### src/hw/rtl/chs_pkg.sv
package chs_pkg;

  // table geometry
  localparam int BUCKETS      = 64;
  localparam int BUCKET_DEPTH = 8;
  localparam int SLOTS        = BUCKETS * BUCKET_DEPTH;
  localparam int BKT_W        = $clog2(BUCKETS);
  localparam int SLOT_W       = (BUCKET_DEPTH > 1) ? $clog2(BUCKET_DEPTH) : 1;
  localparam int ADDR_W       = $clog2(SLOTS);
  localparam int KEY_W        = 32;
  localparam int TSIZE_W      = 7;
  localparam int MOD_W        = $clog2(BUCKETS + 1);
  localparam int DIV_CNT_W    = $clog2(KEY_W);

  // command codes
  localparam logic [1:0] CMD_INSERT = 2'd0;
  localparam logic [1:0] CMD_DELETE = 2'd1;
  localparam logic [1:0] CMD_SEARCH = 2'd2;

  // status codes
  localparam logic [1:0] ST_OK     = 2'd0;
  localparam logic [1:0] ST_ABSENT = 2'd1;
  localparam logic [1:0] ST_FULL   = 2'd2;

  // register map
  localparam logic REG_TABLE_SIZE = 1'b0;
  localparam logic [TSIZE_W-1:0] TABLE_SIZE_RST = TSIZE_W'(BUCKETS);

  typedef struct packed {
    logic [1:0]        command;
    logic signed [31:0] key;
  } in_word_t;

  typedef struct packed {
    logic [1:0] status;
    logic [5:0] bucket;
  } out_word_t;

  // controller to datapath
  typedef struct packed {
    logic       load;
    logic       div_step;
    logic       fix;
    logic       row_rd;
    logic       ins_commit;
    logic       key_rd;
    logic       del_commit;
    logic       slot_inc;
    logic       st_we;
    logic [1:0] st_code;
    logic       res_load;
  } dp_cmd_t;

  // datapath to controller
  typedef struct packed {
    logic div_last;
    logic is_insert;
    logic is_delete;
    logic has_free;
    logic hit;
    logic slot_last;
    logic out_free;
  } dp_sts_t;

endpackage

### src/hw/rtl/chs_ctrl.sv
module chs_ctrl (
  input  logic             clk,
  input  logic             rst_n,
  input  logic             in_valid,
  output logic             in_ready,
  input  chs_pkg::dp_sts_t sts,
  output chs_pkg::dp_cmd_t cmd
);

  typedef enum logic [7:0] {
    S_IDLE = 8'b0000_0001,
    S_DIV  = 8'b0000_0010,
    S_FIX  = 8'b0000_0100,
    S_ROW  = 8'b0000_1000,
    S_ROWW = 8'b0001_0000,
    S_SRD  = 8'b0010_0000,
    S_SCMP = 8'b0100_0000,
    S_RES  = 8'b1000_0000
  } state_t;

  state_t state_r, state_nxt;

  // state register
  always_ff @(posedge clk) begin
    if (!rst_n) begin
      state_r <= S_IDLE;
    end else begin
      state_r <= state_nxt;
    end
  end

  assign in_ready = (state_r == S_IDLE);

  // next state and datapath commands
  always_comb begin
    state_nxt = state_r;
    cmd       = '0;
    case (state_r)
      S_IDLE: begin
        if (in_valid) begin
          cmd.load  = 1'b1;
          state_nxt = S_DIV;
        end
      end
      S_DIV: begin
        cmd.div_step = 1'b1;
        if (sts.div_last) begin
          state_nxt = S_FIX;
        end
      end
      S_FIX: begin
        cmd.fix   = 1'b1;
        state_nxt = S_ROW;
      end
      S_ROW: begin
        cmd.row_rd = 1'b1;
        state_nxt  = S_ROWW;
      end
      S_ROWW: begin
        if (sts.is_insert) begin
          cmd.st_we = 1'b1;
          if (sts.has_free) begin
            cmd.ins_commit = 1'b1;
            cmd.st_code    = chs_pkg::ST_OK;
          end else begin
            cmd.st_code = chs_pkg::ST_FULL;
          end
          state_nxt = S_RES;
        end else begin
          state_nxt = S_SRD;
        end
      end
      S_SRD: begin
        cmd.key_rd = 1'b1;
        state_nxt  = S_SCMP;
      end
      S_SCMP: begin
        if (sts.hit) begin
          cmd.st_we      = 1'b1;
          cmd.st_code    = chs_pkg::ST_OK;
          cmd.del_commit = sts.is_delete;
          state_nxt      = S_RES;
        end else if (sts.slot_last) begin
          cmd.st_we   = 1'b1;
          cmd.st_code = chs_pkg::ST_ABSENT;
          state_nxt   = S_RES;
        end else begin
          cmd.slot_inc = 1'b1;
          state_nxt    = S_SRD;
        end
      end
      S_RES: begin
        if (sts.out_free) begin
          cmd.res_load = 1'b1;
          state_nxt    = S_IDLE;
        end
      end
      default: begin
        state_nxt = S_IDLE;
      end
    endcase
  end

endmodule

### config.mk
export PLATFORM = sky130hd
export DESIGN_NAME = chs_ctrl
export DESIGN_NICKNAME = d
export VERILOG_FILES = /design/src/hw/rtl/chs_pkg.sv /design/src/hw/rtl/chs_ctrl.sv
export SDC_FILE = /design/constraint.sdc
export NUM_CORES = 1
export LEC_CHECK = 0
export ABC_CLOCK_PERIOD_IN_PS = 1500
export BUFFER_PORTS_ARGS = -buffer_cell sky130_fd_sc_hd__buf_2
export CORE_MARGIN = 1
export CORE_UTILIZATION = 42
export CTS_CLUSTER_DIAMETER = 150
export CTS_CLUSTER_SIZE = 30
export DETAILED_ROUTE_END_ITERATION = 8
export PLACE_DENSITY_LB_ADDON = 0.3
export SLEW_MARGIN = 20
export SYNTH_ARGS = -nofsm -noshare
export SYNTH_HDL_FRONTEND = slang
export SYNTH_SLANG_ARGS = --single-unit
### constraint.sdc
create_clock -name clk -period 1.5 [get_ports clk]
set_input_delay 0.225 -clock clk [delete_from_list [all_inputs] [get_ports clk]]
set_output_delay 0.225 -clock clk [all_outputs]
set_load 0.005 [all_outputs]
==> results.sh <==
export IMPL_outcome="finished with violations"
export IMPL_violations="negative setup slack"
export IMPL_cts_clk_slew_worst_paths_ps=50
export IMPL_start_util_pct=45.7
export IMPL_design_portCount=23
export IMPL_fin_crit_sh_pct=119
export IMPL_dieHeight_um=39.9
export IMPL_numClockSinks=8
export IMPL_vias_per_cell=5.52
export IMPL_dp_cells=126
export IMPL_cts_tree="built"
export IMPL_critical_path_arrival_ps=1560
export IMPL_max_freq_mhz=559
export IMPL_gp_congestion=0.787
export IMPL_crit_path_start_kind="flip-flop"
export IMPL_critPathRequiredTime_ps=1270
export IMPL_via_count=751
export IMPL_synth_cell_area_um2=602
export IMPL_netlist_instances=76
export IMPL_area_growth_pct=74.0
export IMPL_reg_top3="state_r (8)"
export IMPL_syn_nets=86
export IMPL_fin_nets=133
export IMPL_cpLargestDelayFamily="simple AND/OR/NAND/NOR gates"
export IMPL_finalHoldViolCount=0
export IMPL_ir_drop_mv=0.765
export IMPL_drt_iter0_drc=15
export IMPL_clockBufferDepth=2
export IMPL_io_buffers=22
export IMPL_rows=13
export IMPL_crit_chain="or4_4 -> buf_4 -> nor4_4 -> buf_2"
export IMPL_antenna_found_initial=0
export IMPL_die_area_um2=1590
export IMPL_yosys_register_bits=8
export IMPL_yosysUniqueCellTypes=32
export IMPL_drtAntennaViolNets=0
export IMPL_synth_seq_area_share_pct=26.6
export IMPL_hpwlAfterDp_um=1290
export IMPL_core_area_um2=1320
export IMPL_powerDensity_nw_per_um2=1060
export IMPL_synthMuxAreaShare_pct=0
export IMPL_grt_pass1_vias=655
export IMPL_rsz0062_at_grt="yes"
export IMPL_cts_buffers=3
export IMPL_place_area_um2=837
export IMPL_stdcell_area_um2=1050
export IMPL_tightest_slew_ps=399
export IMPL_regMostFlops="state_r"
export IMPL_p_leak_nw=0.488
export IMPL_path_class="reg -> out"
export IMPL_synth_top_family_by_area="simple AND/OR/NAND/NOR gates"
export IMPL_endpoint_kind="output pin"
export IMPL_grt_ovfl_total=0
export IMPL_antenna_cells=0
export IMPL_synth_area_leaders="dfxtp_1 27%, nor3b_1 10%, nor2_1 7.5%, o41ai_4 4.6%, nor4_2 4.2%"
export IMPL_cts_hold_buf=0
export IMPL_max_stage_delay_ps=560
export IMPL_avgRoutedWirePerCell_um=13.8
export IMPL_tns_ps=-3580
export IMPL_slew_headroom_pct=73.3
export IMPL_synthSimpleGateAreaFrac_pct=48.0
export IMPL_grt_pass1_wl_um=2750
export IMPL_drc=0
export IMPL_dr_pass1_iters=4
export IMPL_crit_path_top_delay_cell="or4_4"
export IMPL_worstHoldPathType="in -> reg"
export IMPL_synth_area_per_cell_um2=7.92
export IMPL_crit_fanout=3
export IMPL_final_layout_size_suffix_gt1_share_pct=57.0
export IMPL_synth_adder_area_share_pct=0
export IMPL_crit_buf_inv=2
export IMPL_max_cap_viol_count=0
export IMPL_holdWs_ps=252
export IMPL_die_w_um=39.9
export IMPL_utilization_pct=79.5
export IMPL_finClkSkew_ps=0.141
export IMPL_worst_slack_ps=-289
export IMPL_report_final_slew_viol_count=0
export IMPL_setup_viol=19
export IMPL_final_cells=136
export IMPL_gr_usage_all_layers_pct=27.0
export IMPL_synth_compound_area_share_pct=17.9
export IMPL_largest_register_ffs=8
export IMPL_synth_xor_area_share_pct=1.46
export IMPL_grt_max_degree=8
export IMPL_drt_wl_total_um=1880
export IMPL_root_buffer="clkbuf_4"
export IMPL_yosys_warnings=0
export IMPL_htreeDepth=1
export IMPL_synth_area_leader_cell="dfxtp_1"
export IMPL_worstSkewPairLatency_ps=260
export IMPL_fin_crit_ps=1790
export IMPL_synth_top_area_share_pct=26.6
## cell usage after synthesis
cell type / number
inv_1: 6
or2_2: 1
a21boi_1: 1
o211ai_1: 1
nor2b_1: 1
clkbuf_1: 1
nor4_2: 2
buf_2: 2
xor2_1: 1
nor3b_1: 8
o41ai_1: 1
and4_1: 1
o32a_1: 1
nand2_1: 4
nor4_1: 1
or4_4: 1
nor2_1: 12
or3b_1: 1
o41ai_4: 1
a21oi_1: 3
and3_1: 2
and4b_1: 1
o21a_1: 1
o31ai_1: 2
a221oi_1: 1
nor3_1: 1
nand3_1: 4
nand4_1: 2
nor3_2: 1
nor4b_1: 2
and2b_2: 1
dfxtp_1: 8
## metrics by stage
step	setup WS, ps	power (mW)
2_1_floorplan	6.65	0.511
3_3_place_gp	-19.0	0.683
3_5_place_dp	-49.7	0.691
4_1_cts	-297	0.999
5_1_grt	-365	1.18
6_report	-289	1.11
## metal layers
layer	up-vias	wire, um	global-route usage (%)
met4	0	62	19.8
met3	8	79	3.98
met2	27	927	48.0
met1	340	811	28.1
li1	376	-	-
met5	-	0	0
## layout make-up
type,count,area [um^2]
clock buffers,3,22.5
fillers,88,270
inverters,6,22.5
multi-input cells,59,512
flip-flops and latches,8,166
well taps,15,18.8
repair buffers,45,305
## worst paths after layout
check                                start    endpoint  slack [ps]  cells past startpoint
worst max-delay path            state_r[3]      cmd[0]        -290                      4
worst min-delay path                sts[6]  state_r[2]         250                      2
worst max register to register  state_r[3]  state_r[0]        -280                      6
worst min register to register  state_r[3]  state_r[3]         570                      2
## report_power, final
part / internal [mW] / leakage, nW / switching [mW] / total (mW)
clock network: 0.0917 / 0.0138 / 0.0753 / 0.167
logic: 0.358 / 0.408 / 0.286 / 0.644
registers: 0.246 / 0.0662 / 0.0517 / 0.298
## cell families after synthesis
group / Yosys count
compound gates: 12
xor+xnor: 1
flops: 8
simple gates: 46
buf+inv: 9
## cell usage in the layout (no fill, tap or decap), types with 2 or more instances in the layout
| cell | n |
|---|---|
| nand3_1 | 2 |
| buf_2 | 21 |
| nand2_1 | 3 |
| dfxtp_1 | 5 |
| dfxtp_2 | 2 |
| o31ai_1 | 2 |
| clkbuf_4 | 3 |
| nor3b_1 | 5 |
| buf_4 | 21 |
| nor2_1 | 12 |
| a21oi_1 | 3 |
| buf_6 | 2 |
| nand4_1 | 2 |
| nor3b_2 | 2 |
| nor4_4 | 2 |
| o41ai_4 | 2 |
| inv_1 | 5 |
## what timing repair did
action | 4_1_cts | 5_1_grt
pin swaps | 9 | 5
gates resized for setup | 17 | 8
endpoints found under the setup margin | 16 | 20
cloned | 0 | 0
buffers inserted | 6 | 2
(Power assumes the default switching activity.)
